## src/rtl/fbm_pkg.sv

```systemverilog
// shared constants, types and helpers for the byte buffer mutator
`timescale 1ns / 1ps

package fbm_pkg;

    // buffer geometry
    localparam int MAX_LEN     = 256;
    localparam int ARITH_LIMIT = 35;
    localparam int BANK_DEPTH  = MAX_LEN / 2;
    localparam int BANK_AW     = $clog2(BANK_DEPTH);
    localparam int LEN_W       = 9;

    // action codes
    localparam logic [2:0] ACT_WRITE    = 3'd0;
    localparam logic [2:0] ACT_READ     = 3'd1;
    localparam logic [2:0] ACT_RANDOM   = 3'd2;
    localparam logic [2:0] ACT_ADDSUB   = 3'd3;
    localparam logic [2:0] ACT_FLIP     = 3'd4;
    localparam logic [2:0] ACT_INTEREST = 3'd5;

    // decoded request handed from the address stage to the update stage
    typedef struct packed {
        logic [2:0]  action;
        logic        reject;
        logic [2:0]  shift;
        logic [3:0]  count;
        logic        wide;
        logic        subtract;
        logic [5:0]  delta;
        logic [15:0] operand;
    } op_t;

    // byte updates and result produced by the update stage
    typedef struct packed {
        logic       we_lo;
        logic       we_hi;
        logic [7:0] lo_new;
        logic [7:0] hi_new;
        logic [7:0] read_data;
        logic       rejected;
    } upd_t;

    // top n bits of a byte, n in 0..8
    function automatic logic [7:0] top_mask(input logic [3:0] n);
        logic [15:0] t;
        t = 16'hFF00 >> n;
        return t[7:0];
    endfunction

endpackage

```

## src/rtl/fuzz_byte_buffer_mutator_top.sv

```systemverilog
// top level of the byte buffer mutator: request decode, two-bank store, result register
`timescale 1ns / 1ps

// The mutator accepts one request per cycle while the result side does not stall, and
// passes it through a decode register, a memory read register and a result register.
// The 256-byte store is split into even and odd banks with registered reads, so
// a byte request and a little-endian word request both read and write their
// bytes in one pass; a write still in flight is bypassed into the read of the
// following request. Back-pressure on the result side stalls the whole pipe.
// buffer_length is to be written by the user through cfg_we/cfg_data only while no
// request is in flight (not enforced); bytes must be written before they are read.

module fuzz_byte_buffer_mutator_top
    import fbm_pkg::*;
(
    input  logic             clk,
    input  logic             rst_n,
    input  logic             cfg_we,
    input  logic [LEN_W-1:0] cfg_data,
    input  logic             in_valid,
    output logic             in_ready,
    input  logic [2:0]       action,
    input  logic [7:0]       byte_index,
    input  logic [10:0]      bit_position,
    input  logic [3:0]       bit_count,
    input  logic             wide,
    input  logic             subtract,
    input  logic [5:0]       amount,
    input  logic [15:0]      operand,
    output logic             out_valid,
    input  logic             out_ready,
    output logic [7:0]       read_data,
    output logic             rejected
);

    logic             adv;
    logic [LEN_W-1:0] len_reg;

    // decode stage registers
    logic             s1_valid_reg;
    op_t              s1_op_reg;
    logic [7:0]       s1_byte_reg;

    // update stage registers
    logic             s2_valid_reg;
    op_t              s2_op_reg;
    logic             s2_odd_reg;
    logic [BANK_AW-1:0] s2_even_addr_reg;
    logic [BANK_AW-1:0] s2_odd_addr_reg;
    logic             fwd_even_reg;
    logic             fwd_odd_reg;
    logic [7:0]       fwd_even_data_reg;
    logic [7:0]       fwd_odd_data_reg;

    // result registers
    logic             out_valid_reg;
    logic [7:0]       read_data_reg;
    logic             rejected_reg;

    // decode signals
    op_t              s1_op_next;
    logic [7:0]       byte_sel;
    logic [11:0]      run_end;
    logic [11:0]      bit_limit;
    logic [4:0]       run_len;
    logic             len_bad;

    // bank addressing
    logic [8:0]         hi_index;
    logic [BANK_AW-1:0] even_raddr;
    logic [BANK_AW-1:0] odd_raddr;
    logic [7:0]         even_rdata;
    logic [7:0]         odd_rdata;
    logic [7:0]         even_byte;
    logic [7:0]         odd_byte;
    logic [7:0]         lo_byte;
    logic [7:0]         hi_byte;

    // update stage signals
    upd_t               upd;
    logic               even_we;
    logic               odd_we;
    logic [7:0]         even_wdata;
    logic [7:0]         odd_wdata;

    // pipe advances whenever the result register can take a new value
    assign adv      = !out_valid_reg || out_ready;
    assign in_ready = adv;

    // configuration register
    always_ff @(posedge clk or negedge rst_n)
    begin
        if (!rst_n)
        begin
            len_reg <= LEN_W'(MAX_LEN);
        end
        else if (cfg_we)
        begin
            len_reg <= cfg_data;
        end
    end

    // request decode and range check
    always_comb
    begin
        byte_sel  = (action inside {ACT_WRITE, ACT_READ}) ? byte_index : bit_position[10:3];
        run_len   = (action inside {ACT_RANDOM, ACT_FLIP}) ? {1'b0, bit_count}
                  : (wide ? 5'd16 : 5'd8);
        run_end   = {1'b0, bit_position} + {7'd0, run_len};
        bit_limit = {len_reg, 3'b000};
        len_bad   = len_reg > LEN_W'(MAX_LEN);

        s1_op_next          = '0;
        s1_op_next.action   = action;
        s1_op_next.shift    = bit_position[2:0];
        s1_op_next.count    = bit_count;
        s1_op_next.wide     = wide;
        s1_op_next.subtract = subtract;
        s1_op_next.delta    = (amount > 6'(ARITH_LIMIT)) ? 6'(ARITH_LIMIT) : amount;
        s1_op_next.operand  = operand;

        case (action)
            ACT_WRITE, ACT_READ:
            begin
                s1_op_next.reject = len_bad || ({1'b0, byte_index} >= len_reg);
            end
            ACT_RANDOM, ACT_FLIP:
            begin
                s1_op_next.reject = len_bad || (bit_count == 4'd0) || (bit_count > 4'd8)
                                  || (run_end > bit_limit);
            end
            ACT_ADDSUB, ACT_INTEREST:
            begin
                s1_op_next.reject = len_bad || (run_end > bit_limit);
            end
            default:
            begin
                s1_op_next.reject = 1'b0;
            end
        endcase
    end

    // decode stage
    always_ff @(posedge clk or negedge rst_n)
    begin
        if (!rst_n)
        begin
            s1_valid_reg <= 1'b0;
        end
        else if (adv)
        begin
            s1_valid_reg <= in_valid;
        end
    end

    always_ff @(posedge clk)
    begin
        if (adv)
        begin
            s1_op_reg   <= s1_op_next;
            s1_byte_reg <= byte_sel;
        end
    end

    // low byte goes to the bank of its parity, high byte to the other one
    always_comb
    begin
        hi_index   = {1'b0, s1_byte_reg} + 9'd1;
        even_raddr = s1_byte_reg[0] ? hi_index[BANK_AW:1] : s1_byte_reg[BANK_AW:1];
        odd_raddr  = s1_byte_reg[0] ? s1_byte_reg[BANK_AW:1] : hi_index[BANK_AW:1];
    end

    fbm_bank u_even (
        .clk   (clk),
        .en    (adv),
        .we    (even_we),
        .waddr (s2_even_addr_reg),
        .wdata (even_wdata),
        .raddr (even_raddr),
        .rdata (even_rdata)
    );

    fbm_bank u_odd (
        .clk   (clk),
        .en    (adv),
        .we    (odd_we),
        .waddr (s2_odd_addr_reg),
        .wdata (odd_wdata),
        .raddr (odd_raddr),
        .rdata (odd_rdata)
    );

    // update stage control and bypass of the write in flight
    always_ff @(posedge clk or negedge rst_n)
    begin
        if (!rst_n)
        begin
            s2_valid_reg <= 1'b0;
            fwd_even_reg <= 1'b0;
            fwd_odd_reg  <= 1'b0;
        end
        else if (adv)
        begin
            s2_valid_reg <= s1_valid_reg;
            fwd_even_reg <= even_we && (s2_even_addr_reg == even_raddr);
            fwd_odd_reg  <= odd_we && (s2_odd_addr_reg == odd_raddr);
        end
    end

    always_ff @(posedge clk)
    begin
        if (adv)
        begin
            s2_op_reg         <= s1_op_reg;
            s2_odd_reg        <= s1_byte_reg[0];
            s2_even_addr_reg  <= even_raddr;
            s2_odd_addr_reg   <= odd_raddr;
            fwd_even_data_reg <= even_wdata;
            fwd_odd_data_reg  <= odd_wdata;
        end
    end

    // read data with bypass, reordered to low and high byte
    always_comb
    begin
        even_byte = fwd_even_reg ? fwd_even_data_reg : even_rdata;
        odd_byte  = fwd_odd_reg ? fwd_odd_data_reg : odd_rdata;
        lo_byte   = s2_odd_reg ? odd_byte : even_byte;
        hi_byte   = s2_odd_reg ? even_byte : odd_byte;
    end

    fbm_alu u_alu (
        .op      (s2_op_reg),
        .lo_byte (lo_byte),
        .hi_byte (hi_byte),
        .upd     (upd)
    );

    // map byte updates back onto the banks
    always_comb
    begin
        even_we    = s2_valid_reg && (s2_odd_reg ? upd.we_hi : upd.we_lo);
        odd_we     = s2_valid_reg && (s2_odd_reg ? upd.we_lo : upd.we_hi);
        even_wdata = s2_odd_reg ? upd.hi_new : upd.lo_new;
        odd_wdata  = s2_odd_reg ? upd.lo_new : upd.hi_new;
    end

    // result register
    always_ff @(posedge clk or negedge rst_n)
    begin
        if (!rst_n)
        begin
            out_valid_reg <= 1'b0;
        end
        else if (adv)
        begin
            out_valid_reg <= s2_valid_reg;
        end
    end

    always_ff @(posedge clk)
    begin
        if (adv)
        begin
            read_data_reg <= upd.read_data;
            rejected_reg  <= upd.rejected;
        end
    end

    assign out_valid = out_valid_reg;
    assign read_data = read_data_reg;
    assign rejected  = rejected_reg;

endmodule

```

## src/rtl/fbm_bank.sv

```systemverilog
// one bank of the byte store: single write port, registered read port
`timescale 1ns / 1ps

module fbm_bank
    import fbm_pkg::*;
(
    input  logic               clk,
    input  logic               en,
    input  logic               we,
    input  logic [BANK_AW-1:0] waddr,
    input  logic [7:0]         wdata,
    input  logic [BANK_AW-1:0] raddr,
    output logic [7:0]         rdata
);

    logic [7:0] mem [BANK_DEPTH];
    logic [7:0] rdata_reg;

    // write port
    always_ff @(posedge clk)
    begin
        if (en && we)
        begin
            mem[waddr] <= wdata;
        end
    end

    // read port, old data on a same-cycle collision
    always_ff @(posedge clk)
    begin
        if (en)
        begin
            rdata_reg <= mem[raddr];
        end
    end

    assign rdata = rdata_reg;

endmodule

```

## src/rtl/fbm_alu.sv

```systemverilog
// update stage: computes the new byte values and the result of one request
`timescale 1ns / 1ps

module fbm_alu
    import fbm_pkg::*;
(
    input  op_t        op,
    input  logic [7:0] lo_byte,
    input  logic [7:0] hi_byte,
    output upd_t       upd
);

    logic [7:0]  mask;
    logic [7:0]  mask_sh;
    logic [15:0] word;
    logic [15:0] word_new;

    // bit run mask and word arithmetic
    always_comb
    begin
        mask     = top_mask(op.count);
        mask_sh  = mask >> op.shift;
        word     = {hi_byte, lo_byte};
        word_new = op.subtract ? (word - {10'd0, op.delta}) : (word + {10'd0, op.delta});
    end

    // per-action update
    always_comb
    begin
        upd           = '0;
        upd.lo_new    = lo_byte;
        upd.hi_new    = hi_byte;
        upd.rejected  = op.reject;
        if (!op.reject)
        begin
            case (op.action)
                ACT_WRITE:
                begin
                    upd.we_lo  = 1'b1;
                    upd.lo_new = op.operand[7:0];
                end
                ACT_READ:
                begin
                    upd.read_data = lo_byte;
                end
                ACT_RANDOM:
                begin
                    upd.we_lo  = 1'b1;
                    upd.lo_new = (lo_byte & ~mask_sh) | ((op.operand[7:0] & mask) >> op.shift);
                end
                ACT_FLIP:
                begin
                    upd.we_lo  = 1'b1;
                    upd.lo_new = lo_byte ^ mask_sh;
                end
                ACT_ADDSUB:
                begin
                    upd.we_lo  = 1'b1;
                    upd.we_hi  = op.wide;
                    upd.lo_new = word_new[7:0];
                    upd.hi_new = word_new[15:8];
                end
                ACT_INTEREST:
                begin
                    upd.we_lo  = 1'b1;
                    upd.we_hi  = op.wide;
                    upd.lo_new = op.operand[7:0];
                    upd.hi_new = op.operand[15:8];
                end
                default:
                begin
                    upd.we_lo = 1'b0;
                end
            endcase
        end
    end

endmodule
```

## config.mk

```make
export PLATFORM = sky130hd
export DESIGN_NAME = fuzz_byte_buffer_mutator_top
export DESIGN_NICKNAME = d
export VERILOG_FILES = /design/src/rtl/fbm_pkg.sv /design/src/rtl/fuzz_byte_buffer_mutator_top.sv /design/src/rtl/fbm_bank.sv /design/src/rtl/fbm_alu.sv
export SDC_FILE = /design/constraint.sdc
export NUM_CORES = 2
export LEC_CHECK = 0
export BUFFER_PORTS_ARGS = -buffer_cell sky130_fd_sc_hd__clkbuf_2
export CAP_MARGIN = 5
export CORE_MARGIN = 5
export CORE_UTILIZATION = 50
export CTS_CLUSTER_SIZE = 12
export DETAILED_ROUTE_END_ITERATION = 7
export PLACE_DENSITY_LB_ADDON = 0.3
export SETUP_SLACK_MARGIN = 0.02
export SYNTH_ARGS = -nofsm -noshare
export SYNTH_HDL_FRONTEND = slang
export SYNTH_HIERARCHICAL = 1
export SYNTH_SLANG_ARGS = --single-unit
```

## constraint.sdc

```tcl
create_clock -name clk -period 6.75 [get_ports clk]
set_input_delay 0.3375 -clock clk [delete_from_list [all_inputs] [get_ports clk]]
set_output_delay 0.3375 -clock clk [all_outputs]
set_load 0.005 [all_outputs]
```

-- Yosys cells after proc, flatten, opt, wreduce, memory -nomap -nowiden
Memories as Yosys holds them, arrays and structs flattened. A register that Yosys moved wholly into a read port is not among the register bits.
Index checks and enable logic that the tools add are counted.
- register bits after elaboration: 132
- memory bits (writable): 2048
- bits of input ports: 64
- output and inout port bits: 11
- memories kept: 2
- $add $sub $neg: 4
- order comparisons: 5
- equality and inequality tests: 12
- shift-type cells: 3
- muxes and demuxes: 25
- bitwise logic cells: 6
- reductions and logical operators: 25
- memories (name ; words ; bits a word ; read ports ; clocked after Yosys merged registers in ; wr ports ; RTL line ; text):
    u_even.mem ; 128 ; 8 ; 1 ; 1 ; 1 ; fbm_bank.sv:16 ; logic [7:0] mem [BANK_DEPTH];
    u_odd.mem ; 128 ; 8 ; 1 ; 1 ; 1 ; fbm_bank.sv:16 ;
- operators by type and width (cell ; count):
    8-bit two-way mux ; 8
    8-bit one-hot mux with 4 select lines ; 1
    26-bit two-way mux ; 1
    16-bit by 6-bit adder with 16-bit output ; 1
    8-bit bitwise AND ; 2
    16-bit two-way mux ; 1
    8-bit one-hot mux with 2 select lines ; 1
    16-bit by 4-bit >> shifter with 8-bit output (first input constant) ; 1
    8-bit by 3-bit >> shifter with 8-bit output ; 2
    16-bit by 6-bit subtractor with 16-bit output ; 1
    7-bit == test ; 2
    7-bit two-way mux ; 2
    11-bit by 5-bit adder with 12-bit output ; 1
    3-bit by 2-bit == test with 1-bit output (second input constant) ; 4
    3-bit == test (second input constant) ; 4
    12-bit > comparator ; 1
    2-bit OR reduction ; 6
    5-bit two-way mux ; 2
    8-bit by 9-bit greater-or-equal comparator with 1-bit output ; 1
    9-bit > comparator (second input constant) ; 1
    8-bit by 1-bit adder with 8-bit output (second input constant) ; 1
    1-bit two-way mux ; 8
    8-bit inverter ; 1
    8-bit bitwise OR ; 1
    other kinds (13) ; 26

-- Depth between registers and ports, before layout
- depth after elaboration: 12
- mapped depth: 18
- gate-level depth less buffers: 18

-- Modules after synthesis
Netlist, hierarchy kept.
- by module, submodules not included (module ; instances ; cells each ; area an instance (µm²) ; sequential area each (µm²)):
    fbm_bank ; 2 ; 1633 ; 39766.9 ; 30989.7
    fuzz_byte_buffer_mutator_top ; 1 ; 407 ; 5952.0 ; 3895.0
    fbm_alu ; 1 ; 402 ; 2595.0 ; 0.0

-- Worst setup path after synthesis
Ideal clock, no wire load.
- kind: register to register
- start point: register out_valid_reg (netlist: out_valid)
- end point: memory u_even.mem[30][0] (enable)
- setup time: 0.370 ns
- arrival: 4.747 ns
- slack: 1.633 ns
- cell stages (with the launch flop): 8
- clock period less this slack: 5.117 ns
- cell sequence: dfrtp_1 > nor2b_1 > inv_1 > and2_1 > clkbuf_1 > nand4b_1 > clkbuf_1 > nor2_1
- longest elaborated chain between the ends: 5
- RTL lines (element ; RTL line ; text):
    from (decl) ; fuzz_byte_buffer_mutator_top.sv:56 ; logic out_valid_reg;
    from (signal assigned) ; fuzz_byte_buffer_mutator_top.sv:257 ; out_valid_reg <= s2_valid_reg;
    1-bit zero test ; fuzz_byte_buffer_mutator_top.sv:87 ; assign adv = !out_valid_reg || out_ready;
    1-bit logical OR ; fuzz_byte_buffer_mutator_top.sv:87 ;
    net in_ready ; fuzz_byte_buffer_mutator_top.sv:21 ; output logic in_ready,
    1-bit logical AND ; fbm_bank.sv:22 ; if (en && we)
    1-bit two-way mux ; fbm_bank.sv:22 ;
    1-bit two-way mux (implied by the code) ; fbm_bank.sv:24 ; mem[waddr] <= wdata;
    to (decl) ; fbm_bank.sv:16 ;
The timed path passes the listed nets, and every way through them passes these cells.

==> impl_metrics.ini <==
[timing]
worstMarginPinSlew_ns = 1.26
finalCriticalPeriod_ns = 5.22
rsz0062_at_grt = no
fin_setup_tns_ns = 0
fmax_mhz = 192
relSlewSlack = 0.158
fin_crit_sh = 0.774
hold_viol = 0
fin_skew_ns = 0.0406
final_max_slew_viol_count = 0
setup_viol = 0

[grt]
grt_use_total = 0.214
grt_pass1_vias = 43000
grt_pass1_wl_um = 293000
overflow = 0
grt_max_degree = 137
antenna_found_initial = 7

[floorplan]
design.core.area_um2 = 176000
fp-row-count = 154
die-area_um2 = 185000
die_h_um = 430
ios = 75
die_x_um = 430
initial_core_util = 0.501

[hold_path]
hp-start = bit_position[10]
hold_depth = 6
hold_path.class = in -> reg

[critical_path]
path_class = reg -> reg
required_ns = 7.20
ff2ff_path_depth = 8
start_kind = flop
critical_path_arrival_ns = 5.67
cp-end-kind = flop
r2r_start = s2_op_reg[34]
cp-startpoint = s2_op_reg[34]
crit_fanout = 28
worst-r2r-setup-slack_ns = 1.53

[cells_and_area]
biggestRegsByFlops = u_even/mem x1024, u_odd/mem x1024
finish.utilization = 0.557
drive_above_1_share = 0.256
area_delta_synth_final_pct = 11.2
layout_commonest_cell = edfxtp_1
finalNetCount = 4413
layout_common_cells = edfxtp_1 (2182), mux4_2 (672), nor2_1 (310)

[drt]
vias = 42200
drc = 0
firstDrtPassIters = 7
ant_nets = 0
routedWlPerCell_um = 29.3
drtIter0Drc = 4900
routed_wl_um = 198000
vias_per_cell = 6.25

[synth]
seq_area_frac_synth = 0.748
netlist.area_leader.share = 0.744
synth_xor_area_frac = 0.00585
synth_top_family_by_area = multiplexers
synth_adder_area_share = 0.00776
synth_area_leaders = edfxtp_1 (74%), mux4_2 (17%), nor2_1 (1.3%)
ys_async_sr_fraction = 0.00638
synth_flop_cell = edfxtp_1
yosys.area.top_type = edfxtp_1
ys_warn_count = 6
synth_cell_type_count = 80
synth_area_per_cell_um2 = 21.6
synth-compound-area-share = 0.0136
synthMuxAreaShare = 0.182
synth-simple-area-share = 0.0293
netlist_area_um2 = 88100
synth_edf_count = 2182
synth_nets = 4190
ys_seq_elements = 2196
synth_cells = 4075

[clocking]
tritoncts = done
post_cts_buffers = 0
clockRootBuffer = clkbuf_16
htree_levels = 4
numClockSinks = 2196
clk_latency_ns = 0.83
cts_buffers = 211
cts.clk_slew.worst_paths_ns = 0.06
cts_buffer_depth = 3

[power]
leakagePower_nw = 30.4
cellPowerDensity_nw_per_um2 = 402
irDropWorstVdd_v = 0.000498

[run_status]
status = finished, final reports clean

[place]
gp_congestion = 0.876
dp_hpwl_um = 119000
port_buffers = 74

[run]
cap_violations = 0
==> critical path: stages, from the launching register on <==
cell and delay (ns):
edfxtp_1 0.94, nand2b_1 0.41, nor2_1 0.09, a211oi_2 0.63
mux2i_1 0.16, nor2b_1 0.25, and2_1 0.49, nand2_1 0.89
nor2_1 0.98
==> repair_timing <==
action,CTS,global route
resized for setup,0,0
endpoints found under the hold margin,68,0
hold buffers,84,0
==> through the flow <==
step / setup slack [ns] / instance area [um^2] / power (W) / cells / hold slack [ns]
after floorplan: 1.63 / 88100 / 0.0253 / 4075 / 0.0419
after global placement: 1.77 / 91200 / 0.0289 / 6340 / 0.318
after detailed placement: 1.67 / 91200 / 0.0292 / 6340 / 0.317
after CTS: 1.65 / 97900 / 0.0397 / 6742 / 0.136
after global routing: 1.33 / 98000 / 0.0409 / 6744 / 0.200
final: 1.53 / 98000 / 0.0393 / 6746 / 0.212
==> area by class of cell <==
| class | instances | area, um^2 |
|---|---|---|
| tap | 2340 | 2930 |
| clock buffer | 276 | 5640 |
| clock inverter | 42 | 289 |
| multi-input combinational | 1617 | 21100 |
| fill | 12800 | 77800 |
| sequential | 2196 | 65900 |
| timing repair buffer | 232 | 1950 |
| antenna | 3 | 7.51 |
| inverter | 40 | 163 |
==> per-layer routing <==
layer,part of all wire,global-route usage
met5,0.00014,0
met1,0.40,0.304
met2,0.49,0.345
met3,0.075,0.0390
met4,0.030,0.0629
==> final timing paths <==
check,endpoint
setup / recovery,u_odd/mem[42][2]
hold / removal,s1_op_reg[31]
setup reg to reg,u_odd/mem[42][2]
hold reg to reg,s2_op_reg[19]
max in group asynchronous,s1_valid_reg
min in group asynchronous,fwd_even_reg
==> power by group <==
group | internal [W] | switching [W]
registers | 0.0185 | 0.000355
clock network | 0.00581 | 0.00469
logic | 0.00332 | 0.00662
total | 0.0277 | 0.0117
==> cells by family after synthesis <==
logic type	Yosys count
DFF	2196
muxes	756
and+or+nand+nor	565
buffers and inverters	262
AOI/OAI and AO/OA	184
xor gates and xnor gates	58
adders and majority gates	54
==> cells in the mapped netlist (4+ instances only) <==
library cell / instances
a211oi_1: 7
a21o_1: 10
a21oi_1: 47
a22o_1: 7
a22oi_1: 8
a31o_2: 4
a31oi_1: 4
and2_1: 14
and3_1: 6
buf_1: 37
buf_2: 34
buf_4: 30
buf_6: 8
clkbuf_1: 113
dfrtp_1: 13
edfxtp_1: 2182
ha_1: 49
inv_1: 39
mux2_2: 43
mux2i_1: 41
mux4_2: 672
nand2_1: 80
nand2b_1: 12
nand3_1: 36
nand3b_1: 11
nand4_1: 20
nand4b_1: 7
nor2_1: 310
nor2b_1: 24
nor3_1: 16
nor4_1: 4
o21a_1: 4
o21ai_0: 43
o21bai_1: 5
o22ai_1: 7
o31ai_1: 7
or3_1: 4
or3b_2: 4
or4_1: 4
xnor2_1: 37
xor2_1: 20
(Power assumes the default switching activity.)
